--- src/sv/chm_pkg.sv ---
package chm_pkg;

    localparam int KEY_W = 32;
    localparam int VAL_W = 32;

    localparam logic [1:0] REQ_INSERT = 2'd0;
    localparam logic [1:0] REQ_LOOKUP = 2'd1;
    localparam logic [1:0] REQ_DELETE = 2'd2;

    localparam logic [1:0] ST_OK        = 2'd0;
    localparam logic [1:0] ST_NOT_FOUND = 2'd1;
    localparam logic [1:0] ST_FULL      = 2'd2;

    // request held steady for the whole walk down the chain
    typedef struct packed {
        logic [1:0]       op;
        logic [KEY_W-1:0] key;
        logic [VAL_W-1:0] value;
    } chm_req_t;

    // token that walks one cell per cycle
    typedef struct packed {
        logic             active;
        logic             hit;
        logic [VAL_W-1:0] value;
    } chm_tok_t;

endpackage

--- src/sv/chm_cell.sv ---
module chm_cell (
    input  logic                      clk,
    input  logic                      rst_n,
    input  chm_pkg::chm_req_t         req,
    input  chm_pkg::chm_tok_t         tok_in,
    output chm_pkg::chm_tok_t         tok_out,
    input  logic [chm_pkg::KEY_W-1:0] next_key,
    input  logic [chm_pkg::VAL_W-1:0] next_val,
    output logic [chm_pkg::KEY_W-1:0] key_out,
    output logic [chm_pkg::VAL_W-1:0] val_out
);

    logic [chm_pkg::KEY_W-1:0] key_reg, key_next;
    logic [chm_pkg::VAL_W-1:0] val_reg, val_next;
    chm_pkg::chm_tok_t         tok_reg, tok_next;

    always_comb
    begin
        key_next = key_reg;
        val_next = val_reg;
        tok_next = tok_in;
        if (tok_in.active)
        begin
            if (!tok_in.hit)
            begin
                unique case (req.op)
                    chm_pkg::REQ_INSERT:
                    begin
                        if (key_reg == '0)
                        begin
                            key_next     = req.key;
                            val_next     = req.value;
                            tok_next.hit = 1'b1;
                        end
                    end
                    chm_pkg::REQ_LOOKUP:
                    begin
                        if (key_reg == req.key)
                        begin
                            tok_next.hit   = 1'b1;
                            tok_next.value = val_reg;
                        end
                    end
                    chm_pkg::REQ_DELETE:
                    begin
                        if (key_reg == req.key)
                        begin
                            tok_next.hit   = 1'b1;
                            tok_next.value = val_reg;
                            key_next       = next_key;
                            val_next       = next_val;
                        end
                    end
                    default:
                    begin
                    end
                endcase
            end
            else if (req.op == chm_pkg::REQ_DELETE)
            begin
                // upper neighbor is still untouched: the token reaches it next cycle
                key_next = next_key;
                val_next = next_val;
            end
        end
    end

    always_ff @(posedge clk or negedge rst_n)
    begin
        if (!rst_n)
        begin
            key_reg <= '0;
            tok_reg <= '0;
        end
        else
        begin
            key_reg <= key_next;
            tok_reg <= tok_next;
        end
    end

    always_ff @(posedge clk)
    begin
        val_reg <= val_next;
    end

    assign tok_out = tok_reg;
    assign key_out = key_reg;
    assign val_out = val_reg;

endmodule

--- config.mk ---
export PLATFORM = sky130hd
export DESIGN_NAME = chm_cell
export DESIGN_NICKNAME = d
export VERILOG_FILES = /design/src/sv/chm_pkg.sv /design/src/sv/chm_cell.sv
export SDC_FILE = /design/constraint.sdc
export NUM_CORES = 1
export LEC_CHECK = 0
export ABC_AREA = 1
export ABC_CLOCK_PERIOD_IN_PS = 3250
export BUFFER_PORTS_ARGS = -buffer_cell sky130_fd_sc_hd__buf_2
export CAP_MARGIN = 25
export CORE_MARGIN = 10
export CORE_UTILIZATION = 46
export DETAILED_ROUTE_END_ITERATION = 10
export PLACE_DENSITY = 0.81
export RECOVER_POWER = 50
export SKIP_LAST_GASP = 1
export SYNTH_ARGS = -nofsm -noshare
export SYNTH_HDL_FRONTEND = slang
export SYNTH_SLANG_ARGS = --single-unit
--- constraint.sdc ---
create_clock -name clk -period 3.25 [get_ports clk]
set_clock_uncertainty 0.1 [all_clocks]
set_input_delay 0.8125 -clock clk [delete_from_list [all_inputs] [get_ports clk]]
set_output_delay 0.8125 -clock clk [all_outputs]
set_load 0.005 [all_outputs]
==> results of run 1 <==
[placed cells by master (no fill, tap or decap), types with 6 or more instances in the layout]
master and instances:
nand3_1 35, inv_1 33, buf_4 10, xor2_1 6, xnor2_1 22, mux2_2 54, clkbuf_16 9, nand4_1 32
dfrtp_1 66, a21oi_1 11, nor2_1 46, nand2_1 196, buf_2 191, clkbuf_1 71, edfxtp_1 32
[per-layer routing]
layer | GRT usage | wire, um | vias up
li1 | - | - | 2396
met1 | 0.215 | 6260 | 2217
met2 | 0.348 | 8280 | 198
met3 | 0.0925 | 1890 | 23
met4 | 0.0603 | 306 | 2
met5 | 0 | 11 | -
[worst max-delay path, cell delays in order]
cell and delay [ns]:
buf_2 0.11, xnor2_1 0.14, nand2_1 0.06, nor2_1 0.17, nand2_1 0.13, nor2_2 0.18, nand2_2 0.09, nand2_4 0.07
nand2_4 0.04, inv_1 0.06, buf_4 0.28
[flip-flops by register name (all words and copies together), names as in the netlist]
name	count
tok_out	34
key_out	32
val_out	32
[power groups by stage]
stage / Clock (mW) / Combinational [mW] / Sequential (mW)
after global routing: 1.20 / 0.846 / 1.57
after detailed placement: 0 / 0.772 / 1.57
after floorplan: 0 / 0.410 / 1.56
after CTS: 1.15 / 0.775 / 1.55
after global placement: 0 / 0.757 / 1.57
final: 1.13 / 0.745 / 1.55
[per-stage QoR]
stage | utilization | instance area [sq um] | total power, mW | hold WS, ns
2_1_floorplan | - | 5220 | 1.97 | 0.404
3_3_place_gp | 0.605 | 6650 | 2.32 | 0.396
3_5_place_dp | 0.605 | 6650 | 2.34 | 0.403
4_1_cts | 0.635 | 6970 | 3.47 | 0.421
5_1_grt | 0.627 | 6880 | 3.62 | 0.458
6_report | 0.627 | 6890 | 3.42 | 0.421
[kinds of logic after synthesis]
kind of cell               Yosys count
DFF                                 98
adders and majority gates            3
muxes                               54
buffers and inverters               64
AOI/OAI and AO/OA                   12
and+or+nand+nor                    318
xor gates and xnor gates            28
[worst max path at each step]
stage | startpoint | end | slack, ns | cells after the start
2_1_floorplan | req[33] | val_out[0]$_DFFE_PP_ | 0.41 | 13
3_3_place_gp | req[39] | val_out[20]$_DFFE_PP_ | 0.66 | 11
3_5_place_dp | req[39] | val_out[19]$_DFFE_PP_ | 0.64 | 11
4_1_cts | req[38] | val_out[14]$_DFFE_PP_ | 0.99 | 11
5_1_grt | req[35] | val_out[14]$_DFFE_PP_ | 0.83 | 11
6_report | req[38] | val_out[0]$_DFFE_PP_ | 1.0 | 11
[cells in the mapped netlist (all sizes together)]
cell type | instances | share of area
nand4 | 33 | 0.041
nand3 | 35 | 0.034
edfxtp | 32 | 0.18
o21a | 1 | 0.0017
inv | 33 | 0.024
mux2 | 54 | 0.12
ha | 3 | 0.0072
dfrtp | 66 | 0.32
nor2 | 51 | 0.039
clkbuf | 8 | 0.0058
a21oi | 11 | 0.011
xnor2 | 22 | 0.037
buf | 22 | 0.026
clkinv | 1 | 0.00072
xor2 | 6 | 0.010
nand2 | 199 | 0.15
[layout make-up]
| type | instances | share of cell area |
|---|---|---|
| Antenna cell | 3 | 0.00109 |
| Clock buffer | 9 | 0.0327 |
| Clock inverter | 7 | 0.0138 |
| Inverter | 34 | 0.0185 |
| Multi-Input combinational cell | 415 | 0.337 |
| Sequential cell | 98 | 0.379 |
| Tap cell | 140 | 0.0254 |
| Timing Repair Buffer | 274 | 0.192 |
==> impl_results.rst, run 1 <==
.. list-table::
   :header-rows: 1

   * - Metric
     - Value
   * - Via count of the first global-routing pass
     - 5121
   * - Post-synthesis mux area share
     - 0.117
   * - # nets final
     - approximately 1000
   * - Number of antenna violations at the first check in global routing
     - 4
   * - Crit Path Max Fanout
     - 21
   * - Clk_lat worst skew
     - around 0.34 ns
   * - Relative slew slack
     - -0.0911
   * - Synthesized-area fraction occupied by ao, oa, aoi and oai cells
     - 0.0122
   * - Post-detailed-route via-to-cell ratio
     - between 4 and 5
   * - Run status
     - complete, but fails checks
   * - Area of the die
     - 16000 sq um
   * - Least-Margin Pin Slew
     - about 1.6 ns
   * - Simple-gate portion of the synthesized area
     - 0.260
   * - Buffers inserted by post-CTS timing repair
     - 0
   * - Mean area per synthesized cell
     - about 9 sq um
   * - Crit share post-route
     - 0.693
   * - CTS sink cnt
     - between 90 and 100
   * - Leakage power figure
     - 3.43 nW
   * - Global-route wire length before repair
     - approximately 26000 um
   * - Worst flop-to-flop path endpoint
     - val_out[0]$_DFFE_PP_
   * - Count of pins on the block boundary
     - between 200 and 300
   * - Post-synthesis xor/xnor area fraction
     - 0.0470
   * - First DRT Iteration DRCs
     - between 300 and 400
   * - Area overhead of the layout relative to synthesis
     - 32.0%
   * - Synthesized instance count
     - 577
   * - Core Area
     - between 10000 and 15000 sq um
   * - Combined area of the multi-input logic cells
     - between 2000 and 2500 sq um
   * - Count of maximum capacitance violations
     - 1
   * - Share of cells above drive strength 1
     - 0.338
   * - Startpoint of the most critical register-to-register path
     - key_out[1]$_DFFE_PN0P_
   * - Number of distinct standard cells referenced by the synthesized netlist
     - 24
   * - CTS hold repair buffers
     - 0
   * - Number of synthesis warnings
     - 0
   * - Final routed DRC violation total
     - 0
   * - Average detailed-routed wire length per instance
     - roughly 17 um
   * - Minimum clock period after layout
     - roughly 2.3 ns
   * - Data required time of the worst path
     - between 3 and 4 ns
   * - Cell Int Power
     - ~2.4 mW
   * - Resized Gates After CTS
     - 0
   * - CTS root buf
     - clkbuf_16
   * - Number of fill cells in the layout
     - 935
   * - Sequential standard cell area
     - roughly 2600 sq um
   * - Post-Synth Adder-Cell Area
     - 0.00720
   * - Maximum number of pins on one net before global-route repair
     - 67
   * - Setup total negative slack
     - 0 ns
   * - Max Slew Vio Count
     - 67
   * - Proportion of power drawn by flip-flops and latches
     - 0.453
   * - Startpoint of the lowest-slack hold path
     - val_out[17]$_DFFE_PP_
   * - Number of nets produced by synthesis
     - around 750
   * - Routability congestion estimate from global placement
     - roughly 0.88
   * - Clock-pin slew reported for the worst setup and hold paths after clock tree synthesis
     - 0.07 ns
   * - Dominant combinational cell family by area after synthesis
     - simple AND/OR/NAND/NOR gates
   * - Number of buffers created by CTS
     - 9
   * - Final worst slack
     - roughly 1.0 ns
   * - Overall die height
     - between 100 and 150 um
   * - Share of total power in the clock network
     - 0.329
   * - I/O Buffers
     - approximately 260
   * - RSZ-0062 raised after global routing
     - false
   * - Endpoint of the worst hold-timing path
     - tok_out[17]$_DFF_PN0_
   * - CP endpoint kind
     - flip-flop
   * - Switching part of the total
     - 0.302
   * - Number of cells after detailed placement
     - about 960
   * - Setup slack after placement
     - between 0.6 and 0.7 ns
   * - Type of the worst min-delay path
     - flip-flop to flip-flop
   * - Number of cells on the worst reg-to-reg path
     - 13
   * - Wirelength, routed
     - around 17000 um
   * - Power density of the placed cells
     - slightly below 500 nW/um^2
   * - CP arrival
     - 2.17 ns
   * - Register bit total from synthesis
     - 98
   * - Hold path depth
     - 2
   * - Via count
     - roughly 4800
   * - Clk buf depth
     - 2
   * - Overall fraction of global-route tracks in use
     - 0.201
   * - Count of nets left with antenna violations after detail routing
     - 0
   * - Setup slack of the most critical reg-to-reg path
     - between 1 and 1.5 ns
   * - Max H-tree Level
     - 3
   * - Startpoint-to-endpoint class of the critical path
     - input pin to flip-flop
   * - Count of endpoints failing setup in the final report
     - 0
   * - Horizontal die dimension
     - between 100 and 150 um
   * - Overall overflow remaining after global route
     - 0
   * - Hold violation total from the final report
     - 0
   * - Post-synthesis sequential area ratio
     - 0.501
   * - Number of standard-cell rows in the floorplan
     - 38
   * - CP startpoint kind
     - input pin
   * - Mapped Area
     - between 5000 and 6000 sq um
   * - TritonCTS clock tree
     - built
   * - Power share of the combinational group
     - 0.218
   * - Number of standard cells in the layout, taps in and fillers out
     - approximately 1000
   * - Worst IR drop on VDD
     - 0.255 mV
   * - Initial DRT Pass Iterations
     - 5
   * - Peak clock frequency supported by timing
     - roughly 440 MHz
   * - Net load switching power
     - just over 1 mW
   * - Initial standard-cell utilization of the core
     - 0.475
   * - Sum of net half-perimeters after detailed placement
     - around 13000 um
   * - Violations in the final reports
     - max-capacitance violations, max-slew violations
(Power assumes the default switching activity.)
==> inputs of run 2 (changes only) <==
Settings changed: ABC_CLOCK_PERIOD_IN_PS 3250 to 2000, CORE_UTILIZATION 46 to 42, PLACE_DENSITY 0.81 to 0.78.
Clock period 3.25 ns to 2 ns, I/O delays scaled along.
==> run 2 against run 1 <==
  * The run now ends clean
  * Core utilization shrank 2.0 points
  * Clock power increased by 54%
  * Sequential share of layout area shrank 2.4 points
  * Largest cell class unchanged
  * Highest routed layer unchanged
==> impl_results.rst, run 2 (synthesis gave the netlist of run 1 again) <==
.. list-table::
   :header-rows: 1

   * - Metric
     - Value
   * - Run status
     - complete, no violations
   * - Crit Path Max Fanout
     - 23 (+9.5%)
   * - Wirelength, routed
     - 18100 um (+8.2%)
   * - Switching part of the total
     - 0.297 (-0.00473)
   * - Number of buffers created by CTS
     - 9 (unchanged)
   * - Global-route wire length before repair
     - 27700 um (+4.9%)
   * - Maximum number of pins on one net before global-route repair
     - 33 (-51%)
   * - Routability congestion estimate from global placement
     - 0.840 (-4.4%)
   * - Initial standard-cell utilization of the core
     - 0.431 (-0.0443)
   * - Endpoint of the worst hold-timing path
     - tok_out[33]$_DFF_PN0_
   * - Most common library cell in the layout ignoring fill and taps
     - buf_2
   * - Post-route cell area
     - 7350 sq um (+6.8%)
   * - Number of antenna violations at the first check in global routing
     - 6 (+2)
   * - Startpoint of the lowest-slack hold path
     - tok_in[33]
   * - Type of the worst min-delay path
     - input pin to flip-flop
   * - Via count
     - 4994 (+3.3%)
   * - Hold path depth
     - 1 (-1)
   * - Peak clock frequency supported by timing
     - about 500 MHz
   * - Clk_lat worst skew
     - 0.35 ns (about the same)
   * - Area of the die
     - 17300 sq um (+8.0%)
   * - Overall fraction of global-route tracks in use
     - 0.199 (-0.00250)
   * - Clk buf depth
     - 2 (unchanged)
   * - Power share of the combinational group
     - 0.244 (+0.026)
   * - Count of maximum capacitance violations
     - 0 (-1)
   * - Net load switching power
     - 1.67 mW (+62%)
   * - Sum of net half-perimeters after detailed placement
     - 14100 um (+5.2%)
   * - Max Slew Vio Count
     - 0 (-100%)
   * - Worst IR drop on VDD
     - 0.660 mV (+160%)
   * - CTS sink cnt
     - 98 (unchanged)
   * - First DRT Iteration DRCs
     - 313 (-12%)
   * - Setup slack of the most critical reg-to-reg path
     - 0.05 ns (-1.09 ns)
   * - Max H-tree Level
     - 3 (unchanged)
   * - Data required time of the worst path
     - 1.95 ns (-1.22 ns)
   * - TritonCTS clock tree
     - built
   * - # nets final
     - 1031 (+3.0%)
   * - Startpoint of the most critical register-to-register path
     - key_out[6]$_DFFE_PN0P_
   * - Average detailed-routed wire length per instance
     - 17.5 um (+2.2%)
   * - Final routed DRC violation total
     - 0 (unchanged)
   * - Share of total power in the clock network
     - 0.309 (-0.020)
   * - Core Area
     - 12100 sq um (+10%)
   * - Via count of the first global-routing pass
     - 5331 (+4.1%)
   * - Max reg flops
     - 34 (unchanged)
   * - Worst flop-to-flop path endpoint
     - val_out[7]$_DFFE_PP_
   * - Layout Utilization
     - 0.607 (-0.0198)
   * - Leakage power figure
     - 3.73 nW (+8.9%)
   * - Power density of the placed cells
     - 766 nW/um^2 (+54%)
   * - Relative slew slack
     - 0.475 (+0.566)
   * - Share of cells above drive strength 1
     - 0.424 (+0.0863)
   * - Cell area reported after detailed placement
     - 6940 sq um (+4.4%)
   * - CP arrival
     - 1.90 ns (-0.27 ns)
   * - CP endpoint kind
     - flip-flop
   * - Count of endpoints failing setup in the final report
     - 0 (unchanged)
   * - Hold violation total from the final report
     - 0 (unchanged)
   * - CTS root buf
     - clkbuf_16
   * - RSZ-0062 raised after global routing
     - true
   * - Crit share post-route
     - 0.976
   * - Most frequent cells in the layout
     - buf_2, nand2_1, dfrtp_1, mux2_2, nor2_1
   * - Buffer and inverter count on the worst path
     - 2 (-1)
   * - Overall die height
     - 131 um (+3.9%)
   * - Proportion of power drawn by flip-flops and latches
     - 0.447 (-0.006)
   * - Horizontal die dimension
     - 131 um (+3.9%)
   * - Post-detailed-route via-to-cell ratio
     - 4.81 (-2.5%)
   * - Initial DRT Pass Iterations
     - 4 (-1)
   * - Cell Int Power
     - 3.96 mW (+66%)
   * - Count of nets left with antenna violations after detail routing
     - 0 (unchanged)
   * - Delay-heaviest family, CP
     - simple AND/OR/NAND/NOR gates
   * - Overall overflow remaining after global route
     - 0 (unchanged)
   * - Startpoint-to-endpoint class of the critical path
     - flip-flop to flip-flop
   * - Number of standard-cell rows in the floorplan
     - 40 (+5.3%)
   * - Chain of cells forming the critical path
     - xnor2_1, nand2_1, nor2_2, nand2_2, nor2_4, nand2_2, nand2_4, nand2_4, clkinvlp_4, buf_12
   * - Minimum clock period after layout
     - between 1.5 and 2 ns
   * - Area overhead of the layout relative to synthesis
     - 41.0%
   * - Crit path largest cell delay
     - 0.42 ns (+0.14 ns)
   * - Critical path's slowest cell
     - dfrtp_1
   * - CP startpoint kind
     - flip-flop
   * - Clock-pin slew reported for the worst setup and hold paths after clock tree synthesis
     - 0.07 ns (about the same)
   * - Count of pins on the block boundary
     - 264 (unchanged)
   * - I/O Buffers
     - 263 (unchanged)
   * - Number of cells on the worst reg-to-reg path
     - 10 (-3)
   * - Least-Margin Pin Slew
     - 0.787 ns (-0.849 ns)
## run 2: per-stage QoR
stage / total power, mW / setup TNS (ns) / setup slack (ns) / std cells / hold WS (ns)
finish: 5.63 / 0 / 0.0486 / 1038 / 0.196
global route: 5.95 / -5.43 / -0.104 / 1036 / 0.192
CTS: 5.62 / 0 / 0.0117 / 1027 / 0.175
detailed placement: 3.89 / -13.30 / -0.177 / 1010 / 0.349
global placement: 3.86 / -10.61 / -0.164 / 1010 / 0.347
floorplan: 3.22 / -6.00 / -0.187 / 577 / 0.104
## run 2: how the worst max path moves through the flow
| stage | from | cells past startpoint | to | slack (ns) |
|---|---|---|---|---|
| finish | key_out[6]$_DFFE_PN0P_ | 10 | val_out[7]$_DFFE_PP_ | 0.05 |
| global route | key_out[1]$_DFFE_PN0P_ | 13 | val_out[4]$_DFFE_PP_ | -0.10 |
| CTS | key_out[1]$_DFFE_PN0P_ | 13 | key_out[12]$_DFFE_PN0P_ | 0.01 |
| detailed placement | req[33] | 14 | val_out[7]$_DFFE_PP_ | -0.18 |
| global placement | req[33] | 14 | val_out[7]$_DFFE_PP_ | -0.16 |
| floorplan | req[33] | 13 | val_out[0]$_DFFE_PP_ | -0.19 |
## run 2: repair_timing
action / CTS / global route
hold buffers: 1 / 0
gates resized for setup: 0 / 17
buffers inserted: 0 / 5
hold endpoints to repair: 12 / 0
setup endpoints to repair: 0 / 95
## run 2: per-layer routing
| metal | up-vias | part of all wire | GRT usage |
|---|---|---|---|
| met5 | - | 0.0021 | 0 |
| met4 | 6 | 0.032 | 0.0810 |
| met3 | 35 | 0.11 | 0.0934 |
| met2 | 211 | 0.49 | 0.342 |
| met1 | 2277 | 0.36 | 0.204 |
| li1 | 2465 | - | - |
## run 2: cell type report
type                            instances  area, sq um
Clock buffer                           10          229
Timing Repair Buffer                  304         1680
Fill cell                            1083         4760
Antenna cell                            3         7.51
Inverter                               34          146
Clock inverter                          6         66.3
Tap cell                              168          210
Multi-Input combinational cell        415         2400
Sequential cell                        98         2610
## run 2: power by group through the flow
stage | registers [mW] | logic (mW) | clock network [mW]
floorplan | 2.54 | 0.676 | 0
global placement | 2.54 | 1.32 | 0
detailed placement | 2.55 | 1.34 | 0
CTS | 2.51 | 1.35 | 1.76
global route | 2.56 | 1.55 | 1.85
finish | 2.52 | 1.37 | 1.74
==> inputs of run 3 (changes only) <==
Settings changed: CORE_UTILIZATION 42 to 43, CTS_BUF_LIST set to sky130_fd_sc_hd__clkbuf_8, PLACE_DENSITY 0.78 to 0.79.
==> run 3 against run 2 <==
  * Via count increased by 0.24%
  * Clock power decreased by 32%
  * Combinational power about the same
  * Sequential cell count unchanged
  * Critical path depth unchanged
  * Global-route usage is essentially flat
  * Non-clock buffer count grew 5
  * Register-to-register slack got worse by 0.02 ns
  * Wire length is 3.5% lower
  * Die area decreased by 2.0%
  * Highest routed layer unchanged
  * Critical path type unchanged
  * Total power is 9.5% lower
==> impl_results.rst, run 3 (synthesis gave the netlist of run 1 again) <==
.. list-table::
   :header-rows: 1

   * - Metric
     - Value
   * - Setup slack of the most critical reg-to-reg path
     - 0.03 ns (-0.02 ns)
   * - Number of standard cells in the layout, taps in and fillers out
     - 1019 (-1.8%)
   * - Setup total negative slack
     - 0 ns (unchanged)
   * - Count of maximum capacitance violations
     - 0 (unchanged)
   * - Final Total Pwr
     - 5.10 mW (-9.5%)
   * - Crit share post-route
     - 0.985 (+0.00926)
   * - Average detailed-routed wire length per instance
     - 17.2 um (-1.7%)
   * - Via count
     - 5006 (+0.24%)
   * - Leakage power figure
     - 3.60 nW (-3.5%)
   * - Power density of the placed cells
     - 707 nW/um^2 (-7.7%)
   * - Overall die height
     - 130 um (-0.99%)
   * - Count of endpoints failing setup in the final report
     - 0 (unchanged)
   * - Run status
     - complete, no violations
   * - Horizontal die dimension
     - 130 um (-0.99%)
   * - CTS hold repair buffers
     - 0 (-1)
   * - Global-route wire length before repair
     - 26300 um (-5.0%)
   * - Most common library cell in the layout ignoring fill and taps
     - buf_2
   * - Worst flop-to-flop path endpoint
     - val_out[30]$_DFFE_PP_
   * - Number of inserted diodes
     - 0 (-3)
   * - Data required time of the worst path
     - 2.00 ns (+0.05 ns)
   * - CP endpoint kind
     - flip-flop
   * - Crit path largest cell delay
     - 0.41 ns (about the same)
   * - Chain of cells forming the critical path
     - xnor2_1, nand2_2, nor2_2, nand2_2, nor2_4, nand2_2, nand2_4, nand2_4, clkinvlp_4, clkbuf_16
   * - Area of the die
     - 16900 sq um (-2.0%)
   * - Number of antenna violations at the first check in global routing
     - 3 (-3)
   * - Clock-pin slew reported for the worst setup and hold paths after clock tree synthesis
     - 0.10 ns (+0.03 ns)
   * - Sum of net half-perimeters after detailed placement
     - 13800 um (-1.7%)
   * - Hold violation total from the final report
     - 0 (unchanged)
   * - Cell with the most instances on the worst path
     - nand2_2
   * - Number of cells after detailed placement
     - 992 (-1.8%)
   * - Cell area reported after detailed placement
     - 6940 sq um (about the same)
   * - Combined area of the multi-input logic cells
     - 2390 sq um (-0.57%)
   * - Wirelength, routed
     - 17500 um (-3.5%)
   * - RSZ-0062 raised after global routing
     - true
   * - Number of buffers created by CTS
     - 9 (unchanged)
   * - Routed length on met3
     - 1990 um (-1.4%)
   * - Clk buf depth
     - 2 (unchanged)
   * - Overall overflow remaining after global route
     - 0 (unchanged)
   * - Top layer reached by signal wires
     - met5
   * - # nets final
     - 1036 (+0.48%)
   * - Count of pins on the block boundary
     - 264 (unchanged)
   * - Relative slew slack
     - 0.123 (-0.352)
   * - CP arrival
     - 1.97 ns (+0.07 ns)
   * - I/O Buffers
     - 263 (unchanged)
   * - Share of cells above drive strength 1
     - 0.404 (-0.0208)
   * - First DRT Iteration DRCs
     - 267 (-15%)
   * - Max reg flops
     - 34 (unchanged)
   * - Type of the worst min-delay path
     - input pin to flip-flop
   * - Number of fill cells in the layout
     - 1068 (-1.4%)
   * - Core Area
     - 12000 sq um (-1.2%)
   * - Maximum number of pins on one net before global-route repair
     - 44 (+33%)
   * - Max H-tree Level
     - 3 (unchanged)
   * - Most frequent cells in the layout
     - buf_2, nand2_1, clkbuf_1, dfrtp_1, mux2_2
   * - Max Slew Vio Count
     - 0 (unchanged)
   * - Number of cells on the worst reg-to-reg path
     - 10 (unchanged)
   * - Post-detailed-route via-to-cell ratio
     - 4.91 (+2.1%)
   * - Least-Margin Pin Slew
     - 1.32 ns (+0.528 ns)
   * - Final routed DRC violation total
     - 0 (unchanged)
   * - Initial DRT Pass Iterations
     - 5 (+1)
   * - Routability congestion estimate from global placement
     - 0.816 (-2.9%)
   * - Sequential standard cell area
     - 2620 sq um (+0.33%)
   * - Startpoint of the most critical register-to-register path
     - key_out[20]$_DFFE_PN0P_
   * - Initial standard-cell utilization of the core
     - 0.436 (+0.00541)
   * - Worst IR drop on VDD
     - 0.545 mV (-17%)
   * - Peak clock frequency supported by timing
     - 508 MHz (-0.94%)
   * - Via count of the first global-routing pass
     - 5321 (-0.19%)
   * - Clk_lat worst skew
     - 0.37 ns (+0.02 ns)
   * - Post-route cell area
     - 7210 sq um (-1.9%)
   * - Area overhead of the layout relative to synthesis
     - 38.3%
   * - TritonCTS clock tree
     - built
   * - Start point of the critical path
     - key_out[20]$_DFFE_PN0P_
   * - Minimum clock period after layout
     - 1.97 ns (+0.0185 ns)
   * - CTS root buf
     - clkbuf_8
   * - Layout Utilization
     - 0.603 (-0.00409)
   * - Number of standard-cell rows in the floorplan
     - 40 (unchanged)
   * - Critical path's slowest cell
     - dfrtp_1
   * - Metal-1 WL
     - 6570 um (+0.54%)
   * - CTS sink cnt
     - 98 (unchanged)
   * - Count of nets left with antenna violations after detail routing
     - 0 (unchanged)
   * - Startpoint-to-endpoint class of the critical path
     - flip-flop to flip-flop
   * - End of the critical path
     - val_out[30]$_DFFE_PP_
   * - Met2 routed WL
     - 8640 um (-3.3%)
   * - Overall fraction of global-route tracks in use
     - 0.198 (-0.000476)
   * - CP startpoint kind
     - flip-flop
   * - Crit Path Max Fanout
     - 6 (-74%)
-- run 3: changes by cell type in the layout (fill, tap and decap cells not counted), moves of 7 or more --
| cell | before | now |
|---|---|---|
| buf_2 | 231 | 201 |
| clkbuf_1 | 34 | 63 |
| clkbuf_16 | 11 | 2 |
| clkbuf_8 | 0 | 9 |
| dfrtp_1 | 66 | 59 |
| dfrtp_2 | 0 | 7 |
-- run 3: stage by stage --
step	worst slack, ns	hold WS [ns]
after floorplan	-0.187	0.104
after global placement	-0.172	0.394
after detailed placement	-0.202	0.408
after CTS	0.00752	0.0134
after global routing	-0.0510	0.151
final	0.0300	0.168
-- run 3: how the worst min path moves through the flow --
stage                                startpoint                      end  slack (ns)  depth (start not counted)
after global routing                 tok_in[33]    tok_out[33]$_DFF_PN0_        0.15                          1
after global placement    val_out[18]$_DFFE_PP_    tok_out[18]$_DFF_PN0_        0.39                          2
final                                tok_in[33]    tok_out[33]$_DFF_PN0_        0.17                          1
after floorplan                           rst_n   key_out[0]$_DFFE_PN0P_        0.10                          0
after CTS                                 rst_n  key_out[16]$_DFFE_PN0P_        0.01                          2
after detailed placement   val_out[7]$_DFFE_PP_     tok_out[7]$_DFF_PN0_        0.41                          2
-- run 3: routing by layer --
metal,GRT usage,vias to the layer above
met4,0.0628,4
met2,0.345,234
met1,0.209,2277
met5,0,-
met3,0.0905,26
li1,-,2465
-- run 3: final cells by class --
cell class              instances  area share
inverters                      34      0.0203
clock inverters                 7     0.00711
multi-input cells             415       0.331
well taps                     147      0.0255
clock buffers                   9      0.0172
flip-flops and latches         98       0.363
repair buffers                309       0.236
-- run 3: report_power, final --
group	leakage, nW	total (mW)	internal [mW]	switching (mW)
sequential	1.08	2.52	2.30	0.219
clock	0.0933	1.19	0.464	0.726
combinational	2.43	1.40	0.706	0.690
-- run 3: repair_timing --
action,CTS,global route
setup endpoints to repair,24,89
pin swaps,1,12
cloned,0,3
setup buffers,1,7
gates resized for setup,1,22
-- run 3: critical path: cells and delay by family (launching register included) --
kind                   cells  cell delay (ns)
AND/OR/NAND/NOR            7             0.68
flip-flops                 1             0.41
buffers and inverters      2             0.32
XOR/XNOR                   1             0.18
